<file path="config.mk">
export PLATFORM = sky130hd
export DESIGN_NAME = tagged_frame_extractor_core_flat
export DESIGN_NICKNAME = d
export VERILOG_FILES = /design/src/hdl/tfe_pkg.sv /design/src/hdl/tfe_in_if.sv /design/src/hdl/tfe_out_if.sv /design/src/hdl/tagged_frame_extractor_core.sv /design/src/flat_wrapper.sv
export SDC_FILE = /design/constraint.sdc
export NUM_CORES = 1
export LEC_CHECK = 0
export BUFFER_PORTS_ARGS = -buffer_cell sky130_fd_sc_hd__buf_2
export CAP_MARGIN = 20
export CORE_MARGIN = 2
export CORE_UTILIZATION = 65
export DETAILED_ROUTE_END_ITERATION = 16
export GPL_TIMING_DRIVEN = 0
export PLACE_DENSITY = 0.91
export SLEW_MARGIN = 20
export SYNTH_ARGS = -nofsm -noshare
export SYNTH_HDL_FRONTEND = slang
export SYNTH_SLANG_ARGS = --single-unit
</file>
<file path="constraint.sdc">
create_clock -name clk -period 4.43 [get_ports clk]
set_clock_uncertainty 0.05 [all_clocks]
set_input_delay 0.443 -clock clk [delete_from_list [all_inputs] [get_ports clk]]
set_output_delay 0.443 -clock clk [all_outputs]
set_load 0.005 [all_outputs]
</file>
<file path="src/hdl/tfe_pkg.sv">
package tfe_pkg;

	// Width of a position within either tag text.
	localparam int TAG_IDX_W = 4;
	localparam int TAG_SLOTS = 16;

	localparam logic [7:0] CHAR_LF = 8'h0A;
	localparam logic [7:0] CHAR_CR = 8'h0D;

	// Start and end tag texts, padded with zero bytes past their ends.
	localparam logic [7:0] BEGIN_TAG [TAG_SLOTS] = '{
		8'h43, 8'h43, 8'h4F, 8'h56, 8'h43, 8'h4C, 8'h43, 8'h42,
		8'h45, 8'h47, 8'h49, 8'h4E, 8'h00, 8'h00, 8'h00, 8'h00
	};
	localparam logic [7:0] END_TAG [TAG_SLOTS] = '{
		8'h43, 8'h43, 8'h4F, 8'h56, 8'h43, 8'h4C, 8'h43, 8'h45,
		8'h4E, 8'h44, 8'h00, 8'h00, 8'h00, 8'h00, 8'h00, 8'h00
	};

	typedef enum logic [2:0] {
		MODE_START = 3'd0,
		MODE_PASS  = 3'd1,
		MODE_MATCH = 3'd2,
		MODE_ENDED = 3'd3,
		MODE_ERROR = 3'd4
	} mode_t;

	typedef enum logic [2:0] {
		SEQ_IDLE,
		SEQ_DISPATCH,
		SEQ_CMP,
		SEQ_REPLAY,
		SEQ_EMIT
	} seq_t;

	function automatic logic is_newline(input logic [7:0] b);
		return (b == CHAR_LF) || (b == CHAR_CR);
	endfunction

endpackage

</file>
<file path="src/hdl/tfe_in_if.sv">
interface tfe_in_if;
	logic       valid;
	logic       ready;
	logic [7:0] in_byte;

	modport source (output valid, output in_byte, input ready);
	modport sink (input valid, input in_byte, output ready);
endinterface

</file>
<file path="src/hdl/tfe_out_if.sv">
interface tfe_out_if;
	logic       valid;
	logic       ready;
	logic [7:0] out_byte;
	logic       byte_valid;
	logic       last_of_run;
	logic [2:0] status;

	modport source (output valid, output out_byte, output byte_valid, output last_of_run,
		output status, input ready);
	modport sink (input valid, input out_byte, input byte_valid, input last_of_run,
		input status, output ready);
endinterface

</file>
<file path="src/hdl/tagged_frame_extractor_core.sv">
// Tagged frame extractor. Serial bytes arrive one item at a time on the bytes
// channel (valid/ready). The first START_LEN bytes form a start tag; the byte
// after them is dropped and the tag is checked. A bad tag latches an error.
// After a good tag, bytes pass through on the results channel until a 'C' at
// the start of a line opens an END_LEN-byte end tag. A matching end tag ends
// the stream; a mismatch replays the gathered bytes and then the current one,
// unless that byte opens a new end tag. Every input causes one or more result
// items; the final one has last_of_run set, and status always reports the mode
// after the whole input. An ordinary byte goes from acceptance through the
// DISPATCH and EMIT states into the output register. The tag checks walk the
// tag store through one shared byte comparator in the CMP state, and an
// end-tag mismatch then replays the gathered bytes in the REPLAY state.
// Input ready is high only while the sequencer is idle. Results go through a
// single output register, so a new byte can be taken while a result waits.
// If the receiver stalls, the sequencer holds until the register drains.
// Reset (arst_n low) returns to awaiting the start tag with the flag clear.
module tagged_frame_extractor_core #(
	parameter int START_LEN = 12,
	parameter int END_LEN   = 10
) (
	input  logic       clk,
	input  logic       arst_n,
	tfe_in_if.sink     bytes,
	tfe_out_if.source  results
);
	import tfe_pkg::*;

	localparam int STORE_DEPTH = (START_LEN > END_LEN) ? START_LEN : END_LEN;
	localparam int IDX_W       = (STORE_DEPTH > 1) ? $clog2(STORE_DEPTH) : 1;
	localparam int CNT_W       = $clog2(STORE_DEPTH + 1);

	localparam logic [IDX_W-1:0] START_LAST = IDX_W'(START_LEN - 1);
	localparam logic [IDX_W-1:0] END_LAST   = IDX_W'(END_LEN - 1);

	seq_t             state_q, state_d;
	mode_t            mode_q, mode_d;
	logic [CNT_W-1:0] cnt_q, cnt_d;
	logic             line_q, line_d;
	logic [IDX_W-1:0] idx_q, idx_d;
	logic             mism_q, mism_d;
	logic             emit_vld_q, emit_vld_d;
	logic [7:0]       byte_q, byte_d;

	// Tag store: registers, written by the sequencer at one address.
	logic [7:0]       store_q [STORE_DEPTH];
	logic             st_we;
	logic [IDX_W-1:0] st_waddr;
	logic [7:0]       st_wdata;

	// Output register.
	logic       out_valid_q;
	logic [7:0] out_byte_q;
	logic       out_bv_q;
	logic       out_last_q;
	logic [2:0] out_status_q;
	logic       out_load;
	logic [7:0] ld_byte;
	logic       ld_bv;
	logic       ld_last;

	logic             slot_free;
	logic [7:0]       rd_byte;
	logic [7:0]       tag_byte;
	logic [IDX_W-1:0] cmp_last;
	logic             mism_n;
	logic             replay_nl;
	logic             gather_after;

	assign slot_free = !out_valid_q || results.ready;
	assign rd_byte   = store_q[idx_q];
	assign cmp_last  = (mode_q == MODE_START) ? START_LAST : END_LAST;
	assign tag_byte  = (mode_q == MODE_START) ? BEGIN_TAG[TAG_IDX_W'(idx_q)]
		: END_TAG[TAG_IDX_W'(idx_q)];
	assign mism_n    = mism_q || (rd_byte != tag_byte);

	// After a replay the flag follows the last replayed byte; the current
	// byte then reopens an end tag if it is a 'C' on a fresh line.
	assign replay_nl    = is_newline(store_q[END_LAST]);
	assign gather_after = replay_nl && (byte_q == END_TAG[0]);

	assign bytes.ready = (state_q == SEQ_IDLE);

	always_comb begin
		state_d    = state_q;
		mode_d     = mode_q;
		cnt_d      = cnt_q;
		line_d     = line_q;
		idx_d      = idx_q;
		mism_d     = mism_q;
		emit_vld_d = emit_vld_q;
		byte_d     = byte_q;
		st_we      = 1'b0;
		st_waddr   = cnt_q[IDX_W-1:0];
		st_wdata   = byte_q;
		out_load   = 1'b0;
		ld_byte    = 8'h00;
		ld_bv      = 1'b0;
		ld_last    = 1'b1;

		unique case (state_q)
			SEQ_IDLE: begin
				if (bytes.valid) begin
					byte_d  = bytes.in_byte;
					state_d = SEQ_DISPATCH;
				end
			end

			SEQ_DISPATCH: begin
				emit_vld_d = 1'b0;
				state_d    = SEQ_EMIT;
				unique case (mode_q)
					MODE_START: begin
						if (cnt_q < CNT_W'(START_LEN)) begin
							st_we = 1'b1;
							cnt_d = cnt_q + 1'b1;
						end else begin
							idx_d   = '0;
							mism_d  = 1'b0;
							state_d = SEQ_CMP;
						end
					end
					MODE_PASS: begin
						if (is_newline(byte_q)) begin
							line_d     = 1'b1;
							emit_vld_d = 1'b1;
						end else if (line_q && (byte_q == END_TAG[0])) begin
							mode_d   = MODE_MATCH;
							line_d   = 1'b0;
							st_we    = 1'b1;
							st_waddr = '0;
							cnt_d    = CNT_W'(1);
						end else begin
							line_d     = 1'b0;
							emit_vld_d = 1'b1;
						end
					end
					MODE_MATCH: begin
						if (cnt_q < CNT_W'(END_LEN)) begin
							st_we = 1'b1;
							cnt_d = cnt_q + 1'b1;
						end else begin
							idx_d   = '0;
							mism_d  = 1'b0;
							state_d = SEQ_CMP;
						end
					end
					default: begin
					end
				endcase
			end

			SEQ_CMP: begin
				mism_d = mism_n;
				idx_d  = idx_q + 1'b1;
				if (idx_q == cmp_last) begin
					cnt_d      = '0;
					emit_vld_d = 1'b0;
					state_d    = SEQ_EMIT;
					if (mode_q == MODE_START) begin
						mode_d = mism_n ? MODE_ERROR : MODE_PASS;
					end else if (!mism_n) begin
						mode_d = MODE_ENDED;
					end else begin
						// Settle the final mode now so the replayed items carry
						// it; the store write for a new tag waits until the end.
						mode_d     = gather_after ? MODE_MATCH : MODE_PASS;
						line_d     = is_newline(byte_q);
						cnt_d      = gather_after ? CNT_W'(1) : CNT_W'(0);
						emit_vld_d = !gather_after;
						idx_d      = '0;
						state_d    = SEQ_REPLAY;
					end
				end
			end

			SEQ_REPLAY: begin
				if (slot_free) begin
					out_load = 1'b1;
					ld_byte  = rd_byte;
					ld_bv    = 1'b1;
					ld_last  = (idx_q == END_LAST) && !emit_vld_q;
					idx_d    = idx_q + 1'b1;
					if (idx_q == END_LAST) begin
						if (emit_vld_q) begin
							state_d = SEQ_EMIT;
						end else begin
							st_we    = 1'b1;
							st_waddr = '0;
							state_d  = SEQ_IDLE;
						end
					end
				end
			end

			SEQ_EMIT: begin
				if (slot_free) begin
					out_load = 1'b1;
					ld_byte  = emit_vld_q ? byte_q : 8'h00;
					ld_bv    = emit_vld_q;
					state_d  = SEQ_IDLE;
				end
			end

			default: begin
				state_d = SEQ_IDLE;
			end
		endcase
	end

	always_ff @(posedge clk or negedge arst_n) begin
		if (!arst_n) begin
			state_q    <= SEQ_IDLE;
			mode_q     <= MODE_START;
			cnt_q      <= '0;
			line_q     <= 1'b0;
			idx_q      <= '0;
			mism_q     <= 1'b0;
			emit_vld_q <= 1'b0;
		end else begin
			state_q    <= state_d;
			mode_q     <= mode_d;
			cnt_q      <= cnt_d;
			line_q     <= line_d;
			idx_q      <= idx_d;
			mism_q     <= mism_d;
			emit_vld_q <= emit_vld_d;
		end
	end

	always_ff @(posedge clk) begin
		byte_q <= byte_d;
		if (st_we) begin
			store_q[st_waddr] <= st_wdata;
		end
	end

	always_ff @(posedge clk or negedge arst_n) begin
		if (!arst_n) begin
			out_valid_q <= 1'b0;
		end else if (out_load) begin
			out_valid_q <= 1'b1;
		end else if (results.ready) begin
			out_valid_q <= 1'b0;
		end
	end

	always_ff @(posedge clk) begin
		if (out_load) begin
			out_byte_q   <= ld_byte;
			out_bv_q     <= ld_bv;
			out_last_q   <= ld_last;
			out_status_q <= mode_q;
		end
	end

	assign results.valid       = out_valid_q;
	assign results.out_byte    = out_byte_q;
	assign results.byte_valid  = out_bv_q;
	assign results.last_of_run = out_last_q;
	assign results.status      = out_status_q;

endmodule
</file>
<file path="src/flat_wrapper.sv">
// flat-port wrapper written by rule: the top's interface ports become plain ports
module tagged_frame_extractor_core_flat import tfe_pkg::*;
#(
	parameter int START_LEN = 12,
	parameter int END_LEN   = 10
)
  (clk, arst_n, bytes_valid, bytes_in_byte, bytes_ready, results_valid, results_out_byte, results_byte_valid, results_last_of_run, results_status, results_ready);
  tfe_in_if bytes_i ();
  tfe_out_if results_i ();
  input  logic clk;
  input  logic arst_n;
  input wire logic [$bits(bytes_i.valid)-1:0] bytes_valid;
  input wire logic [$bits(bytes_i.in_byte)-1:0] bytes_in_byte;
  output wire logic [$bits(bytes_i.ready)-1:0] bytes_ready;
  output wire logic [$bits(results_i.valid)-1:0] results_valid;
  output wire logic [$bits(results_i.out_byte)-1:0] results_out_byte;
  output wire logic [$bits(results_i.byte_valid)-1:0] results_byte_valid;
  output wire logic [$bits(results_i.last_of_run)-1:0] results_last_of_run;
  output wire logic [$bits(results_i.status)-1:0] results_status;
  input wire logic [$bits(results_i.ready)-1:0] results_ready;
  assign bytes_i.valid = bytes_valid;
  assign bytes_i.in_byte = bytes_in_byte;
  assign bytes_ready = bytes_i.ready;
  assign results_valid = results_i.valid;
  assign results_out_byte = results_i.out_byte;
  assign results_byte_valid = results_i.byte_valid;
  assign results_last_of_run = results_i.last_of_run;
  assign results_status = results_i.status;
  assign results_i.ready = results_ready;
  tagged_frame_extractor_core #(.START_LEN(START_LEN), .END_LEN(END_LEN)) u_core (.clk(clk), .arst_n(arst_n), .bytes(bytes_i), .results(results_i));
endmodule
</file>
After elaboration in Yosys (flattened, before gate mapping)
Memory sizes are Yosys's and may differ from the RTL's. Cells that the tools add are included. Widths: inputs -> output; s select.

$add $sub $neg: 2. Multipliers: 0. Div/mod/pow operators: 0. Order comparisons: 3. Eq/ne operators: 32. Shift operators: 0. Muxes and demuxes: 90. Bitwise gates (word level): 1. Reduce and logical (&&, ||, !) cells: 25.

Operators with widths (number): $mux 4 (19); $mux 8 (8); $mux 3 (17); $eq 8x4->1 const B (4); $mux 1 (28); $pmux 4 s2 (3); $pmux 4 s3 (2); $reduce_and 5->1 (4); $pmux 8 s2 (1); $pmux 3 s5 (1); $ne 2x1->1 const B (6); $ne 3x3->1 const B (4); $pmux 1 s2 (6); $pmux 3 s2 (2); $eq 3x2->1 const B (3); $add 4x1->4 const B (2); $eq 8x7->1 const B (1); $lt 4x4->1 const B (2); $ne 2x2->1 const B (4); $ne 8x8->1 (1); $reduce_and 7->1 (1); $eq 3x1->1 const B (2); $logic_not 3->1 (2); $ne 3x2->1 const B (2); other kinds (17) (28).

Register bits after elaboration: 39. Latch bits: 0. Memory bits (writable): 96. Bits in read-only memories: 256. Input bits: 12. Output and inout bits: 15. Word-level logic and storage cells: 169. Memories: 3.

Memory list: (name not given) (words 16, bits a word 8, rd ports 1, clocked after memory_dff 0, write ports 0, line tagged_frame_extractor_core.sv:72) `assign tag_byte = (mode_q == MODE_START) ? BEGIN_TAG[TAG_IDX_W'(idx_q)]`; (name not given) (words 16, bits a word 8, rd ports 1, clocked after memory_dff 0, write ports 0, line tagged_frame_extractor_core.sv:73) `: END_TAG[TAG_IDX_W'(idx_q)];`; u_core.store_q (words 12, bits a word 8, rd ports 2, clocked after memory_dff 0, write ports 1, line tagged_frame_extractor_core.sv:45) `logic [7:0] store_q [STORE_DEPTH];`.

Depth between registers and ports, before layout
Depth in word-level cells: 11. Depth in mapped cells: 13. Mapped depth without buffers: 10.

Worst setup path before layout
OpenSTA, ideal clock, no wires.

Path type: register to register. Start point: register u_core.idx_q[1]. End point: register u_core.line_q. Arrival: 2756 ps. Data required time: 4255 ps. Setup slack: 1499 ps. Cell stages (with the launch flop): 14. Path buffers: 3. Clock period less this slack: 2931 ps. Cells stage by stage: dfrtp_1 > buf_6 > buf_6 > buf_4 > inv_1 > ha_1 > nor2_1 > o21a_1 > a211oi_2 > o2111ai_1 > or3_1 > o21ai_2 > o21ai_2 > mux2_4.

Word-level cells in the longest chain between the ends: 9.

Ends and longest elaborated chain: from (decl) (line tagged_frame_extractor_core.sv:39) `logic [IDX_W-1:0] idx_q, idx_d;`; from (signal assigned) (line tagged_frame_extractor_core.sv:224) `idx_q <= idx_d;`; $not 4->5 (not written as such) (line tagged_frame_extractor_core.sv:72, tagged_frame_extractor_core.sv:73); $mem_v2 16x8 (on tied branches); $mux 8 (on tied branches) (2 in series) (line tagged_frame_extractor_core.sv:73, tagged_frame_extractor_core.sv:72); $mux 8 (line tagged_frame_extractor_core.sv:72); $ne 8x8->1 (line tagged_frame_extractor_core.sv:74) `assign mism_n = mism_q || (rd_byte != tag_byte);`; $logic_or 1x1->1 (line tagged_frame_extractor_core.sv:74); $ne 2x1->1 (no line); $reduce_and 5->1 (no line) *; to (signal assigned) (line tagged_frame_extractor_core.sv:223) `line_q <= line_d;`; to (decl) (line tagged_frame_extractor_core.sv:38) `logic line_q, line_d;`.

Mark *: on every way between the ends. The rest lies on a longest branch, timed or not. The select of a mux whose other input is x is not followed. A chain may end at the register's enable or synchronous reset.

Final worst setup path
Start point: register u_core.idx_q[1]. End point: register u_core.cnt_q[0].

Word-level cells in the longest chain between the ends: 11.

Ends and longest elaborated chain: $not 4->5 (not written as such) (line tagged_frame_extractor_core.sv:72, tagged_frame_extractor_core.sv:73); $mem_v2 16x8 (on tied branches); $mux 8 (on tied branches) (2 in series) (line tagged_frame_extractor_core.sv:73, tagged_frame_extractor_core.sv:72); $mux 8 (line tagged_frame_extractor_core.sv:72); $ne 8x8->1 (line tagged_frame_extractor_core.sv:74); $logic_or 1x1->1 (line tagged_frame_extractor_core.sv:74); $mux 4 (line tagged_frame_extractor_core.sv:161) `end else if (!mism_n) begin`; $mux 4 (line tagged_frame_extractor_core.sv:159) `if (mode_q == MODE_START) begin`; $mux 4 (line tagged_frame_extractor_core.sv:155) `if (idx_q == cmp_last) begin`; $pmux 4 s2 (line tagged_frame_extractor_core.sv:100) `unique case (state_q)`; to (signal assigned) (line tagged_frame_extractor_core.sv:222) `cnt_q <= cnt_d;`; to (decl) (line tagged_frame_extractor_core.sv:37) `logic [CNT_W-1:0] cnt_q, cnt_d;`.

Parallel ways exist; a longest one is shown, timed or not. The select of a mux whose other input is x is not followed.

==> results.txt <==
The max-slew violation count is 0. The area of the die is 10290 um2. The largest fanout on the critical path is 10. The flip-flop cell with the highest count after synthesis is edfxtp_1.

The pin count of the biggest net entering global routing is 19. Ranked by total cell area, the synthesized netlist is headed by edfxtp_1 (57%), dfrtp_1 (7.3%), mux4_2 (3.3%). The row count came out at 35. The endpoint required time on the critical path is 4800 ps.

The met2 wirelength from detailed routing is 7263 um. The via count of the first global-routing pass is 4092. The switching power summed over all nets is 1.476 mW. In this run the most critical hold path is launched from bytes_in_byte[5]. The worst setup path is launched from a flip-flop. In this design, the stage delay of the slowest critical-path cell is 430 ps. The synthesized instance count came out at 431. The cell type with the highest occurrence count on the critical path is buf_6. In the post-synthesis netlist, the cell with the most instances is edfxtp_1. After clock tree synthesis, the clock-pin slew on the worst setup and hold paths is 70 ps. The ratio of routed vias to standard cells came out at 6.732.

The launch point of the worst reg-to-reg path is u_core.idx_q[1]. In this run the remaining antenna-violating nets after routing total 0. The number of inserted diodes is 0. The clock insertion delay at the later pin of the skew report is 530 ps. Routed signal wires occupy layers up through met4. The growth of design area from synthesis to finish is 14.71%. The die span in y came out at 101.4 um. The fraction of layout cells with a size suffix above 1 is 19.55%. The flip-flop and latch count after synthesis is 135. The net count reported at finish is 497.

The initial DRC count is 406. The number of H-tree branching levels came out at 4. The first-pass iteration count of the detailed router is 5. The placed cell count came out at 587. The final setup violation count came out at 0. The count of distinct cell types in the synthesized netlist is 71.

The cell-internal power is 2.983 mW. Measured along the x axis, the die boundary spans 101.4 um. The cell taking the most area after synthesis is edfxtp_1. The flow ran to the end, and the final reports show no timing, DRC or antenna violations. The wire length per cell after detailed routing is 24.22 um. Clock tree synthesis selected as its root buffer the cell clkbuf_8. The placed wire-length estimate after detailed placement is 10110 um.

The number of warning messages in the yosys log came out at 0. In this run, synthesis inferred 117 flip-flops with an integrated enable. The initial core utilization came out at 66.76%.

The total nets after synthesis is 450. The endpoint class of the critical path is a flip-flop. Summing all placed instances gives a cell area of 6477 um2. The all-layer global routing usage came out at 31.51%. The length of routed wiring on met1 is 5830 um. The area share of the leading cell type in the synthesized netlist came out at 56.96%. Summing the sequential cell areas from Yosys gives 64.26% of the chip area. The sum of routed wire length over all layers is 15020 um. The average size of a mapped cell came out at 14.31 um2. The data arrival time at the worst-slack endpoint is 3910 ps. The signal on the critical path passes through buf_6 > buf_6 > buf_4 > inv_1 > ha_1 > nor2_1 > o21a_1 > a211oi_2 > o2111ai_1 > or3_1 > o21ai_2 > o21ai_0 > o211a_1. The critical path is of the reg -> reg type. The number of max-cap violations is 0. Setup repair after global routing left no endpoint under its margin. The clock tree buffer depth came out at 2. After synthesis, the most frequently instantiated cells are edfxtp_1 (117), nor2_1 (36), nand2_1 (31). The most critical setup path has its startpoint at u_core.idx_q[1]. The number of vias after detailed routing is 4174. The tightest min-delay check is of the in -> reg type. The proportion of power drawn by flip-flops and latches came out at 40.3%.

The share of the cycle needed by the critical path after routing is 79.94%. The worst voltage drop across the vdd grid came out at 392.2 uV. In the synthesized netlist the async set-or-reset flop fraction comes to 13.33%. The number of clock sinks seen by CTS came out at 135.

Routability-driven placement finished with a final weighted congestion of 0.9264. Summed over all failing endpoints, the final setup total negative slack is 0 ps. The portion of total power attributed to combinational logic came out at 28.0%. The shortest period the worst path allows is 3541 ps.

The number of ports placed on the die boundary came out at 27. The static leakage power came out at 2.448 nW. Static timing analysis puts the maximum clock frequency at 282.4 MHz.

After filler insertion, the fill cell instance count of the layout stands at 538. The first-pass GRT wire length came out at 23050 um. The kind of cell with the highest combined delay on the critical path is compound AO/OA/AOI/OAI gates.

The power share of the clock group came out at 31.7%. The slowest library cell on the worst path is dfrtp_1. The initial antenna violation count is 0.

The number of port buffers is 26. For the pin with the worst max-slew slack, the measured transition is 970.6 ps. TritonCTS built the clock tree. Wire segments on met3 add up to 1448 um in the final route.

The aggregate global routing overflow came out at 0. The buffer and inverter count on the worst path is 4. The post-CTS setup buffer count came out at 0.

The area of the mapped netlist is 6168 um2. The hold violation total from the final report was 0. In the routed design, unresolved DRC markers number 0. The count of cells in the finished layout, fillers not included, comes to 620. After routing the design area is 7076 um2. The standard cell core area is 9240 um2. The number of CTS-inserted buffers is 17. The worst relative slew slack came out at 34.80%. The cell area power density is 630.1 nW/um2. The proportion of total power due to net switching came out at 33.10%.
per-layer routing:
layer / up-vias / GRT usage (%)
li1: 1786 / -
met1: 2067 / 42.22
met2: 271 / 50.03
met3: 50 / 7.937
met4: 0 / 13.10
met5: - / 0
registers in the layout (all words and copies together), names as in the netlist, 3 cells and up:
register,count
u_core.results.out_byte,8
u_core.state_q,3
u_core.results.status,3
u_core.idx_q,4
u_core.mode_q,3
u_core.byte_q,8
u_core.cnt_q,4
u_core.store_q,96
final cells by class:
type | count | area [um2] | area share, %
multi-input cells | 263 | 2026 | 28.63
well taps | 129 | 161.4 | 2.281
inverters | 11 | 41.29 | 0.5836
clock buffers | 18 | 417.9 | 5.906
plain buffers | 22 | 147.6 | 2.087
flip-flops and latches | 135 | 3964 | 56.02
repair buffers | 28 | 147.6 | 2.087
clock inverters | 14 | 170.2 | 2.405
timing repair:
action / in CTS / in global routing
endpoints found under the setup margin: 0 / 0
hold endpoints to repair: 18 / 0
hold buffers: 1 / 0
gates resized for setup: 0 / 0
final timing paths:
check,endpoint,slack (ps),cells past startpoint
max,u_core.cnt_q[0],890,13
min,u_core.byte_q[5],40,1
max reg2reg,u_core.cnt_q[0],890,13
min reg2reg,u_core.results.status[1],400,0
max in group asynchronous,u_core.mism_q,3660,2
min in group asynchronous,u_core.cnt_q[0],360,2
power groups by stage:
stage / clock network (mW) / logic, mW / registers, mW
after global routing: 1.47 / 1.33 / 1.81
after global placement: 0 / 1.17 / 1.79
after detailed placement: 0 / 1.21 / 1.81
after floorplan: 0 / 0.869 / 1.74
after CTS: 1.41 / 1.23 / 1.79
final: 1.41 / 1.25 / 1.80
cells in the final DEF, fill, tap and decap left out, types with 4 or more instances in the layout:
cell       netlist  layout
a21oi_1         10      10
nand2_1         31      31
or3_1            5       5
mux4_2           9       9
ha_1             7       7
inv_6            0       5
dfrtp_1         18      18
a22o_1           6       6
edfxtp_1       117     117
nor3_1          12      10
mux2i_1         16      16
nor2b_1          7       7
mux4_1           7       7
nand2b_1         7       7
a31oi_1          4       4
and2_1           5       5
o31ai_1          4       4
buf_2            5      31
nand4_1          4       4
o21ai_0         15      14
clkbuf_1        10      11
nand3_1          8       8
clkbuf_16        0      16
inv_1           11      11
nor2_1          36      36
stage by stage:
step	util [%]	power [mW]	hold WS, ps	setup WS, ps
2_1_floorplan	-	2.613	97.41	1499
3_3_place_gp	69.91	2.962	339.0	920.0
3_5_place_dp	70.10	3.014	356.3	1031
4_1_cts	76.57	4.426	30.51	985.7
5_1_grt	76.57	4.614	28.59	806.6
6_report	76.57	4.458	42.81	888.5
cell families (layout without fill, tap and decap cells):
logic type	Yosys count	count (layout)	synth area share (%)
flip-flops	135	135	64.26
AO/OA/AOI/OAI	82	82	10.06
XOR/XNOR	4	4	0.5681
adder cells (fa/ha/maj)	7	7	1.420
buffers and inverters	33	93	3.063
AND/OR/NAND/NOR	133	133	10.79
multiplexers	37	37	9.838
No activity file was read; power rests on OpenSTA's default activity.
